## src/design/ans_pkg.sv

```systemverilog
// ----------------------------------------------------------------------------
// Automaton note sequencer package
// Shared types, command codes and constants of the note sequencer.
// ----------------------------------------------------------------------------
package ans_pkg;

    localparam int GRID_ROWS  = 8;
    localparam int NUM_VOICES = 8;
    localparam int STEP_W     = $clog2(NUM_VOICES);
    localparam int ROW_W      = 8;
    localparam int NOTE_W     = 7;
    localparam int CHAN_W     = 4;
    localparam int CNT_W      = $clog2(ROW_W + 1);
    localparam int CMD_W      = 4;
    localparam int IDX_W      = 3;

    localparam int CFG_IDX_W  = 2;
    localparam int CFG_DATA_W = 64;
    localparam int ROOT_W     = NUM_VOICES * NOTE_W;
    localparam int PMASK_W    = NUM_VOICES * ROW_W;
    localparam int CHANS_W    = NUM_VOICES * CHAN_W;

    localparam int IN_DATA_W  = 24;
    localparam int OUT_DATA_W = 24;

    typedef logic [NOTE_W-1:0] note_t;
    typedef logic [ROW_W-1:0]  row_t;

    localparam row_t EVEN_CELLS = 8'b1010_1010;
    localparam row_t ODD_CELLS  = 8'b0101_0101;

    localparam logic [ROOT_W-1:0]  ROOT_RESET  = 56'd20426916942061372;
    localparam logic [PMASK_W-1:0] PMASK_RESET = 64'hFFFF_0000_0000_0000;
    localparam logic [CHANS_W-1:0] CHANS_RESET = 32'h0099_9999;

    // Pitch offset of each masked bit; bit 0 lowers the note, the rest raise it.
    localparam note_t PITCH_WEIGHT [ROW_W] =
        '{7'd12, 7'd12, 7'd7, 7'd5, 7'd3, 7'd2, 7'd2, 7'd1};

    localparam note_t HELD_RESET [NUM_VOICES] =
        '{7'd60, 7'd62, 7'd64, 7'd65, 7'd67, 7'd69, 7'd36, 7'd36};

    typedef enum logic [CMD_W-1:0] {
        CMD_TICK          = 4'd0,
        CMD_TOGGLE_CELL   = 4'd1,
        CMD_TOGGLE_ACTIVE = 4'd2,
        CMD_TOGGLE_DOUBLE = 4'd3,
        CMD_TOGGLE_RUN    = 4'd4,
        CMD_CLEAR         = 4'd5,
        CMD_WRITE_ROW     = 4'd6,
        CMD_UP            = 4'd7,
        CMD_DOWN          = 4'd8,
        CMD_LEFT          = 4'd9,
        CMD_RIGHT         = 4'd10,
        CMD_BUMP_TIME     = 4'd11
    } cmd_t;

    typedef enum logic [CFG_IDX_W-1:0] {
        CFG_ROOT_NOTES  = 2'd0,
        CFG_PITCH_MASKS = 2'd1,
        CFG_CHANNELS    = 2'd2
    } cfg_idx_t;

    typedef enum logic [3:0] {
        GOP_NONE,
        GOP_TOGGLE,
        GOP_CLEAR,
        GOP_WRITE,
        GOP_UP,
        GOP_DOWN,
        GOP_LEFT,
        GOP_RIGHT,
        GOP_ROTATE,
        GOP_EVOLVE
    } grid_op_t;

    typedef struct packed {
        grid_op_t         op;
        logic [IDX_W-1:0] row;
        logic [IDX_W-1:0] col;
        row_t             bits;
        row_t             sel;
    } grid_ctl_t;

    typedef struct packed {
        note_t note;
        note_t velocity;
    } voice_evt_t;

    typedef enum logic [1:0] {
        ST_IDLE,
        ST_NOTES,
        ST_EVOLVE
    } state_t;

endpackage

```

## src/design/automaton_note_sequencer.sv

```systemverilog
// ----------------------------------------------------------------------------
// Automaton note sequencer
// Cellular-automaton grid that plays one note stream per grid row.
// ----------------------------------------------------------------------------
// Input items are taken only while s_axis_tready is high. Grid edits, mode
// toggles and time bumps finish in the cycle they are accepted. A tick while
// running walks the eight instruments, then runs one or two grid updates;
// the single row-update unit works on the head row while the grid rotates by
// one row a cycle. Stopping or deactivating a sounding instrument walks the
// instruments. The instrument walk waits whenever a note event is due and
// the output register is still full. Configuration writes take effect at
// once and must be made while idle.
module automaton_note_sequencer #(
    parameter int GRID_ROWS = ans_pkg::GRID_ROWS
) (
    input  logic                                 clk,
    input  logic                                 rst_n,
    // Configuration writes
    input  logic                                 cfg_wr_en,
    input  logic [ans_pkg::CFG_IDX_W-1:0]        cfg_index,
    input  logic [ans_pkg::CFG_DATA_W-1:0]       cfg_data,
    // Command items
    input  logic                                 s_axis_tvalid,
    output logic                                 s_axis_tready,
    // command[3:0], row[6:4], column[9:7], row_bits[17:10], zero pad
    input  logic [ans_pkg::IN_DATA_W-1:0]        s_axis_tdata,
    // Note event items
    output logic                                 m_axis_tvalid,
    input  logic                                 m_axis_tready,
    // channel[3:0], note[10:4], velocity[17:11], zero pad
    output logic [ans_pkg::OUT_DATA_W-1:0]       m_axis_tdata,
    output logic                                 m_axis_tlast
);
    import ans_pkg::*;

    state_t                state_reg,   state_next;
    logic [STEP_W-1:0]     step_reg,    step_next;
    logic                  pass_reg,    pass_next;
    logic                  tick_reg,    tick_next;
    logic [NUM_VOICES-1:0] ev_mask_reg, ev_mask_next;
    logic [NUM_VOICES-1:0] sounding_reg, sounding_next;
    logic [NUM_VOICES-1:0] active_reg,  active_next;
    note_t                 held_reg  [NUM_VOICES];
    note_t                 held_next [NUM_VOICES];
    logic                  double_reg,  double_next;
    logic                  run_reg,     run_next;
    logic                  parity_reg,  parity_next;

    logic [ROOT_W-1:0]     root_reg;
    logic [PMASK_W-1:0]    pmask_reg;
    logic [CHANS_W-1:0]    chan_reg;

    logic                  out_valid_reg, out_valid_next;
    logic [CHAN_W-1:0]     out_chan_reg,  out_chan_next;
    note_t                 out_note_reg,  out_note_next;
    note_t                 out_vel_reg,   out_vel_next;
    logic                  out_last_reg,  out_last_next;

    cmd_t                  command;
    logic [IDX_W-1:0]      row;
    logic [IDX_W-1:0]      column;
    row_t                  row_bits;
    logic                  s_accept;
    logic                  out_free;
    logic [NUM_VOICES-1:0] row_onehot;
    logic [NUM_VOICES-1:0] later_events;
    logic                  ev_here;

    grid_ctl_t             grid_ctl;
    row_t                  head_row;
    logic [GRID_ROWS-1:0]  row_parity;
    voice_evt_t            voice_evt;

    assign command  = cmd_t'(s_axis_tdata[3:0]);
    assign row      = s_axis_tdata[6:4];
    assign column   = s_axis_tdata[9:7];
    assign row_bits = s_axis_tdata[17:10];

    assign s_axis_tready = (state_reg == ST_IDLE);
    assign s_accept      = s_axis_tvalid && s_axis_tready;
    assign out_free      = !out_valid_reg || m_axis_tready;
    assign row_onehot    = NUM_VOICES'(1) << row;
    assign ev_here       = ev_mask_reg[step_reg];
    assign later_events  = (ev_mask_reg >> step_reg) >> 1;

    ans_grid #(
        .GRID_ROWS (GRID_ROWS)
    ) u_grid (
        .clk        (clk),
        .rst_n      (rst_n),
        .ctl        (grid_ctl),
        .head_row   (head_row),
        .row_parity (row_parity)
    );

    ans_voice u_voice (
        .head_row   (head_row),
        .pitch_mask (pmask_reg[ROW_W*step_reg +: ROW_W]),
        .root_note  (root_reg[NOTE_W*step_reg +: NOTE_W]),
        .evt        (voice_evt)
    );

    always_comb
    begin
        state_next    = state_reg;
        step_next     = step_reg;
        pass_next     = pass_reg;
        tick_next     = tick_reg;
        ev_mask_next  = ev_mask_reg;
        sounding_next = sounding_reg;
        active_next   = active_reg;
        for (int k = 0; k < NUM_VOICES; k++)
        begin
            held_next[k] = held_reg[k];
        end
        double_next   = double_reg;
        run_next      = run_reg;
        parity_next   = parity_reg;

        out_valid_next = out_valid_reg && !m_axis_tready;
        out_chan_next  = out_chan_reg;
        out_note_next  = out_note_reg;
        out_vel_next   = out_vel_reg;
        out_last_next  = out_last_reg;

        grid_ctl.op   = GOP_NONE;
        grid_ctl.row  = row;
        grid_ctl.col  = column;
        grid_ctl.bits = row_bits;
        grid_ctl.sel  = (parity_reg ^ step_reg[0]) ? ODD_CELLS : EVEN_CELLS;

        unique case (state_reg)
            ST_IDLE:
            begin
                step_next = '0;
                if (s_accept)
                begin
                    unique case (command)
                        CMD_TICK:
                        begin
                            if (run_reg)
                            begin
                                // Odd rows that are silent start, even rows that sound stop.
                                ev_mask_next = active_reg & (row_parity ^ sounding_reg);
                                tick_next    = 1'b1;
                                state_next   = ST_NOTES;
                            end
                        end
                        CMD_TOGGLE_CELL:   grid_ctl.op = GOP_TOGGLE;
                        CMD_TOGGLE_ACTIVE:
                        begin
                            active_next  = active_reg ^ row_onehot;
                            ev_mask_next = sounding_reg & row_onehot;
                            tick_next    = 1'b0;
                            if (|(sounding_reg & row_onehot))
                            begin
                                state_next = ST_NOTES;
                            end
                        end
                        CMD_TOGGLE_DOUBLE: double_next = !double_reg;
                        CMD_TOGGLE_RUN:
                        begin
                            run_next     = !run_reg;
                            ev_mask_next = sounding_reg;
                            tick_next    = 1'b0;
                            if (run_reg && |sounding_reg)
                            begin
                                state_next = ST_NOTES;
                            end
                        end
                        CMD_CLEAR:         grid_ctl.op = GOP_CLEAR;
                        CMD_WRITE_ROW:     grid_ctl.op = GOP_WRITE;
                        CMD_UP:
                        begin
                            grid_ctl.op = GOP_UP;
                            parity_next = !parity_reg;
                        end
                        CMD_DOWN:
                        begin
                            grid_ctl.op = GOP_DOWN;
                            parity_next = !parity_reg;
                        end
                        CMD_LEFT:
                        begin
                            grid_ctl.op = GOP_LEFT;
                            parity_next = !parity_reg;
                        end
                        CMD_RIGHT:
                        begin
                            grid_ctl.op = GOP_RIGHT;
                            parity_next = !parity_reg;
                        end
                        CMD_BUMP_TIME:     parity_next = !parity_reg;
                        default:
                        begin
                        end
                    endcase
                end
            end
            ST_NOTES:
            begin
                // The grid turns one row per step so that row i is at the head.
                if (!ev_here || out_free)
                begin
                    grid_ctl.op = GOP_ROTATE;
                    if (ev_here)
                    begin
                        out_valid_next = 1'b1;
                        out_chan_next  = chan_reg[CHAN_W*step_reg +: CHAN_W];
                        out_last_next  = (later_events == '0);
                        if (sounding_reg[step_reg])
                        begin
                            out_note_next           = held_reg[step_reg];
                            out_vel_next            = '0;
                            sounding_next[step_reg] = 1'b0;
                        end
                        else
                        begin
                            out_note_next           = voice_evt.note;
                            out_vel_next            = voice_evt.velocity;
                            held_next[step_reg]     = voice_evt.note;
                            sounding_next[step_reg] = 1'b1;
                        end
                    end
                    step_next = step_reg + 1'b1;
                    if (step_reg == STEP_W'(NUM_VOICES - 1))
                    begin
                        if (tick_reg)
                        begin
                            parity_next = !parity_reg;
                            pass_next   = double_reg;
                            state_next  = ST_EVOLVE;
                        end
                        else
                        begin
                            state_next = ST_IDLE;
                        end
                    end
                end
            end
            ST_EVOLVE:
            begin
                grid_ctl.op = GOP_EVOLVE;
                step_next   = step_reg + 1'b1;
                if (step_reg == STEP_W'(GRID_ROWS - 1))
                begin
                    if (pass_reg)
                    begin
                        parity_next = !parity_reg;
                        pass_next   = 1'b0;
                    end
                    else
                    begin
                        state_next = ST_IDLE;
                    end
                end
            end
            default:
            begin
                state_next = ST_IDLE;
            end
        endcase
    end

    always_ff @(posedge clk or negedge rst_n)
    begin
        if (!rst_n)
        begin
            state_reg     <= ST_IDLE;
            step_reg      <= '0;
            pass_reg      <= 1'b0;
            tick_reg      <= 1'b0;
            ev_mask_reg   <= '0;
            sounding_reg  <= '0;
            active_reg    <= '1;
            for (int k = 0; k < NUM_VOICES; k++)
            begin
                held_reg[k] <= HELD_RESET[k];
            end
            double_reg    <= 1'b1;
            run_reg       <= 1'b0;
            parity_reg    <= 1'b0;
            out_valid_reg <= 1'b0;
        end
        else
        begin
            state_reg     <= state_next;
            step_reg      <= step_next;
            pass_reg      <= pass_next;
            tick_reg      <= tick_next;
            ev_mask_reg   <= ev_mask_next;
            sounding_reg  <= sounding_next;
            active_reg    <= active_next;
            for (int k = 0; k < NUM_VOICES; k++)
            begin
                held_reg[k] <= held_next[k];
            end
            double_reg    <= double_next;
            run_reg       <= run_next;
            parity_reg    <= parity_next;
            out_valid_reg <= out_valid_next;
        end
    end

    always_ff @(posedge clk)
    begin
        out_chan_reg <= out_chan_next;
        out_note_reg <= out_note_next;
        out_vel_reg  <= out_vel_next;
        out_last_reg <= out_last_next;
    end

    always_ff @(posedge clk or negedge rst_n)
    begin
        if (!rst_n)
        begin
            root_reg  <= ROOT_RESET;
            pmask_reg <= PMASK_RESET;
            chan_reg  <= CHANS_RESET;
        end
        else if (cfg_wr_en)
        begin
            unique case (cfg_index)
                CFG_ROOT_NOTES:  root_reg  <= cfg_data[ROOT_W-1:0];
                CFG_PITCH_MASKS: pmask_reg <= cfg_data[PMASK_W-1:0];
                CFG_CHANNELS:    chan_reg  <= cfg_data[CHANS_W-1:0];
                default:
                begin
                end
            endcase
        end
    end

    assign m_axis_tvalid = out_valid_reg;
    assign m_axis_tdata  = {{(OUT_DATA_W - CHAN_W - 2*NOTE_W){1'b0}},
                            out_vel_reg, out_note_reg, out_chan_reg};
    assign m_axis_tlast  = out_last_reg;

endmodule

```

## src/design/ans_grid.sv

```systemverilog
// ----------------------------------------------------------------------------
// Grid store
// Toroidal bit grid with row edits, shifts and a one-row update unit that
// works on the head row while the whole grid rotates by one row a cycle.
// ----------------------------------------------------------------------------
module ans_grid #(
    parameter int GRID_ROWS = ans_pkg::GRID_ROWS
) (
    input  logic                   clk,
    input  logic                   rst_n,
    input  ans_pkg::grid_ctl_t     ctl,
    output ans_pkg::row_t          head_row,
    output logic [GRID_ROWS-1:0]   row_parity
);
    import ans_pkg::*;

    row_t rows_reg  [GRID_ROWS];
    row_t rows_next [GRID_ROWS];

    row_t cur;
    row_t up_row;
    row_t dn_row;
    row_t rot_l;
    row_t rot_r;
    row_t two;
    row_t new_head;

    // Rows above and below the head sit at fixed places of the rotating grid.
    // Once row 0 has gone around, the row below row 7 is already updated.
    always_comb
    begin
        cur      = rows_reg[0];
        up_row   = rows_reg[GRID_ROWS-1];
        dn_row   = rows_reg[1];
        rot_l    = {cur[ROW_W-2:0], cur[ROW_W-1]};
        rot_r    = {cur[0], cur[ROW_W-1:1]};
        two      = ~((up_row ^ dn_row ^ rot_l ^ rot_r) | (up_row & dn_row & rot_l & rot_r))
                   & (up_row | dn_row | rot_l | rot_r);
        new_head = cur ^ (two & ctl.sel);
    end

    always_comb
    begin
        for (int k = 0; k < GRID_ROWS; k++)
        begin
            rows_next[k] = rows_reg[k];
        end
        unique case (ctl.op)
            GOP_NONE:
            begin
            end
            GOP_TOGGLE:
            begin
                rows_next[ctl.row] = rows_reg[ctl.row] ^ (row_t'(1) << ctl.col);
            end
            GOP_CLEAR:
            begin
                for (int k = 0; k < GRID_ROWS; k++)
                begin
                    rows_next[k] = '0;
                end
            end
            GOP_WRITE:
            begin
                rows_next[ctl.row] = ctl.bits;
            end
            GOP_UP:
            begin
                rows_next[0] = rows_reg[GRID_ROWS-1];
                for (int k = 1; k < GRID_ROWS; k++)
                begin
                    rows_next[k] = rows_reg[k-1];
                end
            end
            GOP_DOWN, GOP_ROTATE:
            begin
                for (int k = 0; k < GRID_ROWS - 1; k++)
                begin
                    rows_next[k] = rows_reg[k+1];
                end
                rows_next[GRID_ROWS-1] = rows_reg[0];
            end
            GOP_LEFT:
            begin
                for (int k = 0; k < GRID_ROWS; k++)
                begin
                    rows_next[k] = {rows_reg[k][0], rows_reg[k][ROW_W-1:1]};
                end
            end
            GOP_RIGHT:
            begin
                for (int k = 0; k < GRID_ROWS; k++)
                begin
                    rows_next[k] = {rows_reg[k][ROW_W-2:0], rows_reg[k][ROW_W-1]};
                end
            end
            GOP_EVOLVE:
            begin
                for (int k = 0; k < GRID_ROWS - 1; k++)
                begin
                    rows_next[k] = rows_reg[k+1];
                end
                rows_next[GRID_ROWS-1] = new_head;
            end
            default:
            begin
            end
        endcase
    end

    always_ff @(posedge clk or negedge rst_n)
    begin
        if (!rst_n)
        begin
            for (int k = 0; k < GRID_ROWS; k++)
            begin
                rows_reg[k] <= '0;
            end
        end
        else
        begin
            for (int k = 0; k < GRID_ROWS; k++)
            begin
                rows_reg[k] <= rows_next[k];
            end
        end
    end

    always_comb
    begin
        for (int k = 0; k < GRID_ROWS; k++)
        begin
            row_parity[k] = ^rows_reg[k];
        end
    end

    assign head_row = rows_reg[0];

endmodule

```

## src/design/ans_voice.sv

```systemverilog
// ----------------------------------------------------------------------------
// Voice unit
// Pitch and note-on velocity of the instrument whose row is at the grid head.
// ----------------------------------------------------------------------------
module ans_voice (
    input  ans_pkg::row_t       head_row,
    input  ans_pkg::row_t       pitch_mask,
    input  ans_pkg::note_t      root_note,
    output ans_pkg::voice_evt_t evt
);
    import ans_pkg::*;

    row_t             picked;
    note_t            pitch;
    logic [CNT_W-1:0] count;

    always_comb
    begin
        picked = head_row & pitch_mask;
        pitch  = root_note;
        if (picked[0])
        begin
            pitch = pitch - PITCH_WEIGHT[0];
        end
        for (int b = 1; b < ROW_W; b++)
        begin
            if (picked[b])
            begin
                pitch = pitch + PITCH_WEIGHT[b];
            end
        end

        count = '0;
        for (int b = 0; b < ROW_W; b++)
        begin
            count = count + CNT_W'(head_row[b]);
        end
    end

    // A note-on only happens on an odd count, so 16 times it fits in 7 bits.
    assign evt.note     = pitch;
    assign evt.velocity = {count[2:0], 4'b0000};

endmodule

```

## config.mk

```make
export PLATFORM = sky130hd
export DESIGN_NAME = automaton_note_sequencer
export DESIGN_NICKNAME = d
export VERILOG_FILES = /design/src/design/ans_pkg.sv /design/src/design/automaton_note_sequencer.sv /design/src/design/ans_grid.sv /design/src/design/ans_voice.sv
export SDC_FILE = /design/constraint.sdc
export NUM_CORES = 1
export LEC_CHECK = 0
export ABC_CLOCK_PERIOD_IN_PS = 6900
export BUFFER_PORTS_ARGS = -buffer_cell sky130_fd_sc_hd__buf_2
export CAP_MARGIN = 20
export CELL_PAD_IN_SITES_DETAIL_PLACEMENT = 0
export CELL_PAD_IN_SITES_GLOBAL_PLACEMENT = 2
export CORE_MARGIN = 1.5
export CORE_UTILIZATION = 35
export CTS_CLUSTER_DIAMETER = 120
export DETAILED_ROUTE_END_ITERATION = 10
export PLACE_DENSITY = 0.78
export REMOVE_ABC_BUFFERS = 1
export SLEW_MARGIN = 20
export SYNTH_ARGS = -nofsm -noshare
export SYNTH_HDL_FRONTEND = slang
export SYNTH_SLANG_ARGS = --single-unit
```

## constraint.sdc

```tcl
create_clock -name clk -period 6.9 [get_ports clk]
set_input_delay 1.38 -clock clk [delete_from_list [all_inputs] [get_ports clk]]
set_output_delay 1.38 -clock clk [all_outputs]
set_load 0.03 [all_outputs]
```

==> flow_summary.json <==
{
  "slowest_delay_ps": 960,
  "root_buffer": "clkbuf_16",
  "cpMaxStageDelayCell": "dfrtp_2",
  "finalPower_w": 0.0109,
  "worst_ep_required_time_ps": 7220,
  "tightest_slew_ps": 1140,
  "fp-row-count": 89,
  "firstDrtPassIters": 5,
  "post_cts_resize_count": 0,
  "routed_via_density": 5.96,
  "grt_overflow_total": 0,
  "finalMaxSlewViolations": 0,
  "largest_reg_flops": 64,
  "cts_tree": "yes",
  "critPathMaxFanout": 29,
  "dp_hpwl_um": 51900,
  "layout-drive-gt1-share_pct": 25.8,
  "rsz0062_at_grt": "false",
  "fmax_mhz": 160,
  "criticalPathCategory": "register to register",
  "tns_ps": 0,
  "postRouteAntennaNets": 0,
  "drtIter0Drc": 1794,
  "seqCellArea_mm2": 0.00824,
  "end_kind": "register",
  "die_area_mm2": 0.0619,
  "grt_max_degree": 81,
  "grt_pass1_vias": 17600,
  "syn2layout_area_growth_pct": 12.2,
  "synth_edf_count": 15,
  "drv_cap": 0,
  "clk_path_buf_depth": 3,
  "start_kind": "register",
  "ys.flop_type": "dfrtp_1",
  "nNetsFinal": 2353,
  "final_cell_mix": "dfrtp_1 (223), a21oi_1 (204), nand2_1 (202)",
  "track_usage_pct": 24.1,
  "finClkSkew_ps": 18.5,
  "fillCellCount": 5793,
  "cts_buffers": 39,
  "ys_warn_count": 0,
  "crit_chain": "nor2b_1 > buf_4 > a221o_1 > nor2_1 > xnor2_1 > ha_1 > mux2i_1 > ha_1 > nor3_1 > xnor3_1 > ha_1 > nand2_1 > nand2_1 > ha_1 > nand2_1 > a2bb2oi_1 > o211ai_1 > nand3_1 > a21oi_2 > xnor2_2 > mux2_2",
  "ys_seq_elements": 322,
  "die_h_um": 249,
  "critPathBufInv": 1,
  "status": "complete, no violations",
  "layout_worst_path_cycle_share_pct": 90.7,
  "yosysSeqAreaShare_pct": 38.9,
  "critPathArrivalTime_ps": 6570,
  "grt_antenna_before_repair": 1,
  "dp.cells": 2953,
  "cts_sinks": 322,
  "post-cts-setup-buffers": 0,
  "power_density_mw_per_mm2": 457,
  "start_util_pct": 35.7,
  "multi_input_area_mm2": 0.0120,
  "avgSynthCellArea_um2": 9.53,
  "die_w_um": 249,
  "clk_pin_slew_ps": 60,
  "diodes": 0,
  "power.leakage_nw": 9.44,
  "fin_crit_ps": 6260,
  "wl_per_cell_um": 25.0,
  "drc": 0,
  "vias": 18000,
  "ir_worst_vdd_mv": 0.202,
  "portBuffers": 105,
  "routed_wl_um": 75700,
  "async_flop_share_pct": 95.3,
  "syn_area_mm2": 0.0212,
  "slew_headroom_pct": 23.6,
  "insertion_delay_ps": 580,
  "syn_inst": 2220,
  "final_common_cell": "dfrtp_1",
  "finalSetupViolations": 0,
  "grt_pass1_wl_um": 114000,
  "min_path_type": "register to register",
  "cp_top_family": "adder cells",
  "finalHoldViolCount": 0,
  "finalWeightedCongestion": 0.919,
  "fin_util_pct": 40.0,
  "core_area_mm2": 0.0594,
  "synth_cell_types": 89,
  "h-tree-depth": 2,
  "cpMostUsedCell": "ha_1",
  "io_pins": 122,
  "cts_hold_buf": 0,
  "final_cells": 3025
}
-- final timing paths --
path	start	end	slack (ps)	depth (start not counted)
min reg2reg	pmask_reg[31]$_DFFE_PN0P_	pmask_reg[31]$_DFFE_PN0P_	500	1
min in group asynchronous	rst_n	u_grid.rows_reg[19]$_DFFE_PN0P_	750	1
max	step_reg[1]$_DFFE_PN0P_	out_note_reg[6]$_DFFE_PP_	640	21
min	pmask_reg[31]$_DFFE_PN0P_	pmask_reg[31]$_DFFE_PN0P_	500	1
max in group asynchronous	rst_n	step_reg[2]$_DFFE_PN0P_	4640	2
max reg2reg	step_reg[1]$_DFFE_PN0P_	out_note_reg[6]$_DFFE_PP_	640	21
-- layer usage --
layer | vias up | track usage, % | part of all wire (%)
met5 | - | 0 | 0
met4 | 0 | 7.75 | 3.1
met3 | 137 | 4.34 | 6.8
met2 | 748 | 36.2 | 44
met1 | 9124 | 34.8 | 46
li1 | 8008 | - | -
-- worst register-to-register path, cell delays in order, from the launching register on --
cell,delay (ps)
dfrtp_2,960
nor2b_1,130
buf_4,230
a221o_1,380
nor2_1,410
xnor2_1,230
ha_1,350
mux2i_1,140
ha_1,270
nor3_1,310
xnor3_1,420
ha_1,310
nand2_1,80
nand2_1,120
ha_1,360
nand2_1,90
a2bb2oi_1,150
o211ai_1,210
nand3_1,130
a21oi_2,210
xnor2_2,190
mux2_2,310
-- through the flow --
stage / setup slack (ps) / instance area, um2 / hold WS [ps]
floorplan: -1790 / 20300 / 451
global placement: 924 / 22300 / 482
detailed placement: 747 / 22300 / 488
CTS: 709 / 23700 / 502
global route: 272 / 23700 / 505
finish: 644 / 23700 / 501
-- cells in the mapped netlist (10+ instances only) --
cell	number	area, um2
buf_4	12	90.1
clkbuf_1	160	601
nor3b_1	14	105
nor2_1	181	679
nand3_1	19	95.1
buf_1	29	109
o22ai_1	18	113
nor3_1	30	150
mux2i_1	127	1270
nand2_1	202	758
xnor2_1	78	683
dfstp_2	81	2130
o221ai_1	21	184
nor2b_1	16	100
mux2_2	201	2260
inv_1	41	154
dfrtp_1	226	5660
edfxtp_1	15	450
nand2b_1	18	113
a22o_1	10	87.6
a211oi_1	15	113
xor2_1	35	307
a31oi_1	23	144
a221oi_1	62	543
o21ai_0	148	741
nand3b_1	10	75.1
ha_1	32	400
mux4_2	26	586
a21oi_1	207	1040
a22oi_1	13	97.6
-- cell type report --
type / instances / share of cell area, %
sequential: 322 / 34.7
clock inverter: 16 / 1.14
tap: 773 / 4.07
timing repair buffer: 166 / 4.18
multi-input combinational: 1649 / 50.5
clock buffer: 55 / 4.66
inverter: 44 / 0.696
-- cell families after synthesis --
family          after synthesis  share of synthesized area, %
fa+ha+maj                    37                          2.32
buf+inv                     258                          4.98
flops                       322                          38.9
xor+xnor                    121                          5.46
other cells                   1                        0.0177
mux                         355                          19.5
compound gates              593                          17.5
simple gates                533                          11.2
-- where the power goes --
| part | leakage [nW] | internal (W) | switching [W] |
|---|---|---|---|
| registers | 3.80 | 0.00242 | 0.000822 |
| logic | 4.97 | 0.00209 | 0.00329 |
| clock network | 0.675 | 0.00136 | 0.000873 |
| total | 9.44 | 0.00587 | 0.00499 |
Note: power is estimated with default switching activity, not from simulation.
